**src/sv/mip_chain_box_downsampler_assert.svh**
```systemverilog
// assertion macros for the mip chain downsampler
`ifndef MIP_CHAIN_BOX_DOWNSAMPLER_ASSERT_SVH
`define MIP_CHAIN_BOX_DOWNSAMPLER_ASSERT_SVH
`define MCBD_ASSERT_IMPL(label, ante, cons) \
  label: assert property (@(posedge clk) disable iff (rst) (ante) |-> (cons)) \
    else $error("assertion failed");
`define MCBD_ASSERT_NEXT(label, ante, cons) \
  label: assert property (@(posedge clk) disable iff (rst) (ante) |=> (cons)) \
    else $error("assertion failed");
`endif

```
**src/sv/mcbd_pkg.sv**
```systemverilog
// types and constants for the mip chain downsampler
package mcbd_pkg;
  localparam int unsigned Channels = 4;
  localparam logic [0:0] RegLog2Width = 1'b0;
  localparam logic [0:0] RegLog2Height = 1'b1;

  typedef struct packed {
    logic [7:0] red_in;
    logic [7:0] green_in;
    logic [7:0] blue_in;
    logic [7:0] alpha_in;
  } pix_in_t;

  typedef struct packed {
    logic [3:0] mip_level;
    logic [9:0] pos_x;
    logic [9:0] pos_y;
    logic [7:0] red_out;
    logic [7:0] green_out;
    logic [7:0] blue_out;
    logic [7:0] alpha_out;
    logic last_of_run;
    logic chain_done;
  } pix_out_t;

  typedef logic [31:0] rgba_t;
  typedef logic [35:0] rgba9_t;
endpackage

```
**src/sv/mcbd_level_cell.sv**
```systemverilog
// one cell of the chain: position and horizontal pairing for one mip level
module mcbd_level_cell #(
  parameter int unsigned PW = 11
) (
  input  logic          clk,
  input  logic          rst,
  input  logic          restart,
  input  logic          step,
  input  logic [3:0]    w,
  input  logic [3:0]    h,
  input  mcbd_pkg::rgba_t px,
  output logic [PW-1:0] x,
  output logic [PW-1:0] y,
  output logic          pair_ready,
  output mcbd_pkg::rgba9_t hs
);
  mcbd_pkg::rgba_t hold;
  logic [PW-1:0] x_next;
  logic [PW-1:0] y_next;
  logic [PW:0] x_inc;
  logic [PW:0] y_inc;
  logic [PW:0] wlim;
  logic [PW:0] hlim;

  assign wlim = (PW+1)'(1) << w;
  assign hlim = (PW+1)'(1) << h;
  assign x_inc = {1'b0, x} + (PW+1)'(1);
  assign y_inc = {1'b0, y} + (PW+1)'(1);
  assign pair_ready = (w == 4'd0) || x[0];

  always_comb begin
    for (int c = 0; c < 4; c++) begin
      if (w == 4'd0) hs[c*9 +: 9] = {px[c*8 +: 8], 1'b0};
      else hs[c*9 +: 9] = {1'b0, hold[c*8 +: 8]} + {1'b0, px[c*8 +: 8]};
    end
    x_next = x_inc[PW-1:0];
    y_next = y;
    if (x_inc >= wlim) begin
      x_next = '0;
      y_next = y_inc[PW-1:0];
      if (y_inc >= hlim) y_next = '0;
    end
  end

  always_ff @(posedge clk) begin
    if (rst || restart) begin
      x <= '0;
      y <= '0;
    end else if (step) begin
      x <= x_next;
      y <= y_next;
    end
    if (step && w != 4'd0 && !x[0]) hold <= px;
  end
endmodule

```
**config.mk**
```make
export PLATFORM = sky130hd
export DESIGN_NAME = mcbd_level_cell
export DESIGN_NICKNAME = d
export VERILOG_FILES = /design/src/sv/mip_chain_box_downsampler_assert.svh /design/src/sv/mcbd_pkg.sv /design/src/sv/mcbd_level_cell.sv
export SDC_FILE = /design/constraint.sdc
export NUM_CORES = 1
export LEC_CHECK = 0
export BUFFER_PORTS_ARGS = -buffer_cell sky130_fd_sc_hd__buf_2
export CORE_MARGIN = 4
export CORE_UTILIZATION = 59
export CTS_CLUSTER_DIAMETER = 50
export DETAILED_ROUTE_END_ITERATION = 6
export PLACE_DENSITY = 0.86
export REMOVE_ABC_BUFFERS = 1
export SETUP_SLACK_MARGIN = 0.2
export SLEW_MARGIN = 20
export SYNTH_ARGS = -nofsm -noshare
export SYNTH_HDL_FRONTEND = slang
export SYNTH_SLANG_ARGS = --single-unit
```
**constraint.sdc**
```tcl
create_clock -name clk -period 8.9 [get_ports clk]
set_clock_uncertainty 0.2 [all_clocks]
set_input_delay 1.78 -clock clk [delete_from_list [all_inputs] [get_ports clk]]
set_output_delay 1.78 -clock clk [all_outputs]
set_load 0.02 [all_outputs]
```
Yosys cells after proc, flatten, opt, wreduce, memory -nomap -nowiden
Cells that the tools add are included.
{"block": "totals", "rom_bits": 0, "regBits": 54, "in_bits": 44, "latchBits": 0, "ram_bits": 0, "word_cells": 27, "mem_count": 0}
{"block": "classes", "n_bitwise": 0, "n_mux": 6, "shift": 2, "div_mod_pow": 0, "n_lt_le_gt_ge": 2, "mul": 0, "n_eq_ne": 0, "n_reduce_logical": 8, "n_addsub": 6}
{"op": "8-bit by 8-bit adder with 9-bit output", "n": 4}
{"op": "9-bit 2-to-1 mux", "n": 4}
{"op": "11-bit by 1-bit adder with 12-bit output (second input constant)", "n": 2}
{"op": "12-bit >= comparator", "n": 2}
{"op": "1-bit by 4-bit << shifter with 12-bit output (first input constant)", "n": 2}
{"op": "11-bit 2-to-1 mux", "n": 2}
{"op": "4-bit logical NOT", "n": 1}
{"op": "4-bit nonzero test", "n": 1}
{"op": "1-bit logical AND", "n": 2}
{"op": "1-bit logical OR", "n": 2}
{"op": "2-bit AND reduction", "n": 1}
{"op": "1-bit logical NOT", "n": 1}

Logic depth before layout (Yosys ltp)
Gate-level depths: netlist of the first run.
{"block": "depth", "word_depth": 3, "mapped_depth": 13, "ltp_nobuf": 12}

Worst setup path before layout of the first run
Ideal clock, no wire load.
{"block": "synth_timing", "kind": "input-to-output", "start": "in px[8]", "end": "out hs[15]", "path_buffers": 0, "stages": 9, "t_arrival_ps": 3389, "setup_slack_ps": 3531, "t_required_ps": 6920, "cell_sequence": "ha_1 > inv_1 > fa_1 > nor2b_1 > o21a_1 > o21ai_0 > nand2b_1 > a211oi_1 > o31ai_1"}
{"block": "synth_between", "elab_chain_len": 2}
{"element": "start, declared", "line": "mcbd_level_cell.sv:11", "source": "input mcbd_pkg::rgba_t px,"}
{"element": "8-bit by 8-bit adder with 9-bit output", "line": "mcbd_level_cell.sv:34", "source": "else hs[c*9 +: 9] = {1'b0, hold[c*8 +: 8]} + {1'b0, px[c*8 +: 8]};"}
{"element": "9-bit 2-to-1 mux", "line": "mcbd_level_cell.sv:33", "source": "if (w == 4'd0) hs[c*9 +: 9] = {px[c*8 +: 8], 1'b0};"}
{"element": "end, declared", "line": "mcbd_level_cell.sv:15", "source": "output mcbd_pkg::rgba9_t hs"}
Every way passes these cells.

Final worst setup path of the first run
{"block": "layout_timing", "start": "in w[1]", "end": "out pair_ready"}
{"block": "layout_between", "elab_chain_len": 2}
{"element": "start, declared", "line": "mcbd_level_cell.sv:9", "source": "input logic [3:0] w,"}
{"element": "4-bit logical NOT", "line": "mcbd_level_cell.sv:29", "source": "assign pair_ready = (w == 4'd0) || x[0];"}
{"element": "1-bit logical OR", "line": "mcbd_level_cell.sv:29"}
{"element": "end, declared", "line": "mcbd_level_cell.sv:14", "source": "output logic pair_ready,"}
Every way passes these cells.

==> impl_metrics.env, run 1 <==
export IMPL_status="finished clean"
export IMPL_synth_compound_area_share_pct=19.2
export IMPL_rows=31
export IMPL_tns_ns=0
export IMPL_ys_seq_area_share_pct=31.5
export IMPL_synth_area_leader_cell="edfxtp_1"
export IMPL_synth_cells=511
export IMPL_die_w_um=94.9
export IMPL_netlist_area_um2=4460
export IMPL_grt_total_usage_pct=23.8
export IMPL_cts_resized=0
export IMPL_max_freq_ghz=0.165
export IMPL_arrival_ns=4.09
export IMPL_pwr_share_comb_pct=35.8
export IMPL_met3_usage_pct=4.94
export IMPL_synth_simple_area_share_pct=20.2
export IMPL_synth_fa_ha_area_share_pct=18.1
export IMPL_worst_pin_slew_ns=1.14
export IMPL_drt_iter0_markers=191
export IMPL_wl_um=10400
export IMPL_period_share_pct=68.2
export IMPL_muxShareOfSynthArea_pct=0
export IMPL_clock_latency_ns=0.32
export IMPL_grt_ovfl_total=0
export IMPL_cts_sinks=54
export IMPL_hold_violations=0
export IMPL_cap_violations=0
export IMPL_synthXorXnorAreaFrac_pct=7.27
export IMPL_antenna_found_initial=0
export IMPL_start_util_pct=61.1
export IMPL_postCtsSetupRepairBufs=0
export IMPL_synth_seq_cells=54
export IMPL_grt_use_met1_pct=30.5
export IMPL_synth_area_leaders="edfxtp_1 22%, ha_1 16%, dfxtp_1 9.9%, a21oi_1 5.1%, xnor2_1 4.7%"
export IMPL_io_buffers=102
export IMPL_met2_usage_pct=41.2
export IMPL_grt_setup_unrepaired="no"
export IMPL_n_antenna_cell=0
export IMPL_coreArea_um2=7290
export IMPL_routedWlPerCell_um=14.7
export IMPL_vias_per_cell=5.71
export IMPL_synth_top_family_by_area="simple AND/OR/NAND/NOR gates"
export IMPL_seqPwrFrac_pct=42.7
export IMPL_drt_pre_antenna_iters=4
export IMPL_numCtsBuffers=5
export IMPL_leakagePower_nw=2.38
export IMPL_area_growth_pct=15.3
export IMPL_worstSetupPathType="primary input to output pin"
export IMPL_mostFrequentLayoutCells="102 x buf_2, 58 x ha_1, 45 x a21oi_1, 43 x nand2_1, 40 x nor2_1"
export IMPL_root_buffer="clkbuf_8"
export IMPL_ys_types=44
export IMPL_end_kind="output pin"
export IMPL_setup_violations=0
export IMPL_hpwl_um=8170
export IMPL_maxSlewHeadroom_pct=23.4
export IMPL_slew_viol_final=0
export IMPL_io_pins=103
export IMPL_avgSynthCellArea_um2=8.72
export IMPL_grt_pass1_vias=3983
export IMPL_crit_fanout=39
export IMPL_drive_above_1_share_pct=19.6
export IMPL_p_sw_mw=0.233
export IMPL_drc=0
export IMPL_die_height_um=94.9
export IMPL_worstSetupStartpointType="primary input"
export IMPL_p_int_mw=0.424
export IMPL_layout_nets=716
export IMPL_dieArea_um2=9010
export IMPL_worst_path_most_repeated_cell="buf_2"
export IMPL_grt_pass1_wl_um=17500
export IMPL_rrSetupSlack_ns=5.27
export IMPL_grt_busiest_layer="met2"
export IMPL_htreeDepth=2
export IMPL_cts_tree="done"
export IMPL_cpPeakStageDelay_ns=0.85
export IMPL_peakVddDrop_mv=0.0824
export IMPL_crit_chain="buf_2 -> nor2_1 -> nand2_1 -> buf_4 -> clkinv_1 -> or2_2 -> buf_2"
export IMPL_postCtsHoldBufs=0
export IMPL_place_ws_ns=3.07
export IMPL_synth_warnings=0
export IMPL_required_ns=6.92
export IMPL_cts_buffer_depth=2
export IMPL_cts_clk_slew_worst_paths_ns=0.09
export IMPL_synth_top_area_share_pct=21.6
export IMPL_min_period_ns=6.07
export IMPL_power_density_nw_per_um2=128
export IMPL_gp_congestion=0.842
export IMPL_slowest_stage="clkinv_1"
export IMPL_grt_max_degree=40
export IMPL_mostFrequentLayoutCell="buf_2"
export IMPL_vias=4055
export IMPL_power_frac_clock_pct=21.5
export IMPL_fin_ws_ns=2.83
export IMPL_final_antenna_net_count=0
export IMPL_p_sw_share_pct=35.5
export IMPL_hold_class="flip-flop to flip-flop"
-- state kept, by name, summed over array words and instances, names as in the netlist --
name,flops
hold,32
y,11
x,11
-- metal layers --
metal	routed length (µm)	share of wire [%]	vias to the layer above
met4	99	0.95	0
li1	-	-	2045
met1	4600	44	1882
met2	5060	49	117
met3	674	6.5	11
met5	0	0	-
-- power groups by stage --
stage	Combinational, mW	Sequential (mW)	Clock, mW
after floorplan	0.160	0.286	0
after global placement	0.227	0.286	0
after detailed placement	0.235	0.286	0
after CTS	0.236	0.281	0.143
after global routing	0.260	0.282	0.151
final	0.235	0.281	0.141
-- final timing paths --
check / start / endpoint / cells past startpoint
max: w[1] / pair_ready / 7
min: y[7] / y[7] / 2
max reg2reg: y[0] / y[9] / 11
min reg2reg: y[7] / y[7] / 2
-- cells by family after synthesis --
family / Yosys count
xor+xnor: 37
compound gates: 139
simple gates: 177
fa+ha+maj: 62
buf+inv: 42
flops: 54
-- final cells by class --
type	instances	area (µm²)
inverters	30	113
clock inverters	2	13.8
flip-flops and latches	54	1400
multi-input cells	415	2890
well taps	99	124
repair buffers	104	526
clock buffers	6	72.6
fillers	616	2150
-- synth_stat cells (all sizes together) --
master	n
nand2b	9
xor2	13
or4	1
inv	30
clkbuf	10
o21bai	4
a2111o	1
dfxtp	22
nand4b	3
buf	2
or2	5
a221oi	1
fa	4
o211a	3
a21oi	45
and4	2
nand2	43
o21ai	35
a211oi	5
nor2	42
or3	4
nand3	24
o2111ai	2
ha	58
nor2b	19
nor3	6
nor4	1
a211o	1
a21o	8
edfxtp	32
o31ai	5
and2	2
nand3b	3
xnor2	24
o211ai	3
o21a	5
and3	8
a31oi	13
a22o	8
nand4	5
-- metrics by stage --
step           hold slack (ns)  utilization (%)  std cells  cell area [µm²]  total power [mW]
6_report                 0.338             70.5        710             5140             0.657
2_1_floorplan            0.367                -        499             4400             0.446
3_3_place_gp             0.308             69.3        702             5050             0.513
3_5_place_dp             0.316             69.3        702             5050             0.521
5_1_grt                  0.361             70.5        710             5140             0.693
4_1_cts                  0.334             70.5        710             5140             0.660
-- critical path: cells and delay by family --
family / cells / cell delay [ns]
buffers and inverters: 4 / 1.50
AND/OR/NAND/NOR: 3 / 0.79
No activity file was read; power rests on OpenSTA's default activity.
==> inputs of run 2 (changes only) <==
- CORE_UTILIZATION: 59 -> 55
- PLACE_DENSITY: 0.86 -> 0.81
- clock period: 8.9 -> 6.2 ns (I/O delays scaled with it)
==> impl_metrics.env, run 2 (same netlist as run 1, synthesis figures left out) <==
export IMPL_status="finished clean"
export IMPL_grt_ovfl_total=0
export IMPL_rows=32
export IMPL_clock_latency_ns=0.31
export IMPL_hold_violations=0
export IMPL_hpwl_um=8220
export IMPL_mostFrequentLayoutCells="102 x buf_2, 58 x ha_1, 45 x a21oi_1, 43 x nand2_1, 40 x nor2_1"
export IMPL_top_regs="hold (32), x (11), y (11)"
export IMPL_drive_above_1_share_pct=19.5
export IMPL_leakagePower_nw=2.39
export IMPL_antenna_found_initial=1
export IMPL_power_total_mw=0.944
export IMPL_required_ns=4.76
export IMPL_postCtsSetupRepairBufs=0
export IMPL_fillers=692
export IMPL_drt_pre_antenna_iters=5
export IMPL_root_buffer="clkbuf_8"
export IMPL_start_util_pct=57.1
export IMPL_htreeDepth=2
export IMPL_worstSetupStartpointType="primary input"
export IMPL_setup_violations=0
export IMPL_n_antenna_cell=0
export IMPL_drt_iter0_markers=148
export IMPL_final_cell_area_um2=5150
export IMPL_period_share_pct=72.3
export IMPL_tns_ns=0
export IMPL_largest_register="hold"
export IMPL_vias=4060
export IMPL_cts_sinks=54
export IMPL_drc=0
export IMPL_largest_reg_flops=32
export IMPL_io_buffers=102
export IMPL_io_pins=103
export IMPL_peakVddDrop_mv=0.113
export IMPL_gp_congestion=0.846
export IMPL_worst_pin_slew_ns=1.09
export IMPL_grt_pass1_wl_um=17000
export IMPL_cts_buffer_depth=2
export IMPL_die_w_um=98.0
export IMPL_hold_class="flip-flop to flip-flop"
export IMPL_placed_cell_area_um2=5060
export IMPL_worstSetupPathType="primary input to output pin"
export IMPL_grt_total_usage_pct=21.1
export IMPL_crit_fanout=3
export IMPL_final_antenna_net_count=0
export IMPL_cts_resized=0
export IMPL_maxSlewHeadroom_pct=27.2
export IMPL_postCtsHoldBufs=0
export IMPL_grt_setup_unrepaired="no"
export IMPL_area_growth_pct=15.6
export IMPL_cts_clk_slew_worst_paths_ns=0.09
export IMPL_layout_nets=716
export IMPL_coreArea_um2=7810
export IMPL_arrival_ns=3.04
export IMPL_vias_per_cell=5.69
export IMPL_slew_viol_final=0
export IMPL_grt_max_degree=40
export IMPL_end_kind="output pin"
export IMPL_hold_ws_ns=0.321
export IMPL_max_freq_ghz=0.223
export IMPL_routedWlPerCell_um=14.7
export IMPL_cap_violations=0
export IMPL_numCtsBuffers=5
export IMPL_dieArea_um2=9600
export IMPL_power_density_nw_per_um2=183
export IMPL_cts_tree="done"
export IMPL_grt_pass1_vias=3715
export IMPL_die_height_um=98.0
export IMPL_mostFrequentLayoutCell="buf_2"
export IMPL_min_period_ns=4.48
export IMPL_wl_um=10500
-- run 2: routing by layer --
metal	global-route usage (%)	wire length [µm]
met1	27.0	4540
met2	36.6	5030
met3	5.36	802
met4	3.41	76
met5	0	13
-- run 2: path summary, 6_finish.rpt --
kind | startpoint | to | slack (ns) | cells after the start
max reg2reg | y[0] | y[4] | 2.51 | 11
max | px[8] | hs[17] | 1.72 | 11
min | y[1] | y[1] | 0.32 | 2
min reg2reg | y[1] | y[1] | 0.32 | 2
-- run 2: report_power, final --
part	total, mW	internal (mW)	switching, mW
registers	0.403	0.397	0.00600
logic	0.336	0.131	0.205
clock network	0.205	0.0915	0.113
total	0.944	0.620	0.324
-- run 2: final cells by class --
type	count	area, µm²	share of cell area (%)
Inverter	30	113	2.19
Timing Repair Buffer	104	526	10.2
Multi-Input combinational cell	415	2890	56.2
Clock buffer	8	90.1	1.75
Tap cell	102	128	2.48
Sequential cell	54	1400	27.2
-- run 2: worst max-delay path, cell delays in order --
cell,delay [ns]
buf_2,0.10
ha_1,0.16
inv_1,0.05
fa_1,0.40
nor2b_1,0.13
o21a_1,0.13
o21ai_0,0.12
a21oi_1,0.20
o21ai_0,0.10
a31oi_1,0.21
buf_2,0.20
-- run 2: through the flow --
step                      setup WS [ns]  utilization (%)  instances
after floorplan                    1.16                -        499
after global routing               1.57             66.0        713
after CTS                          1.75             66.0        713
after detailed placement           1.56             64.8        705
final                              1.72             66.0        713
after global placement             1.67             64.8        705
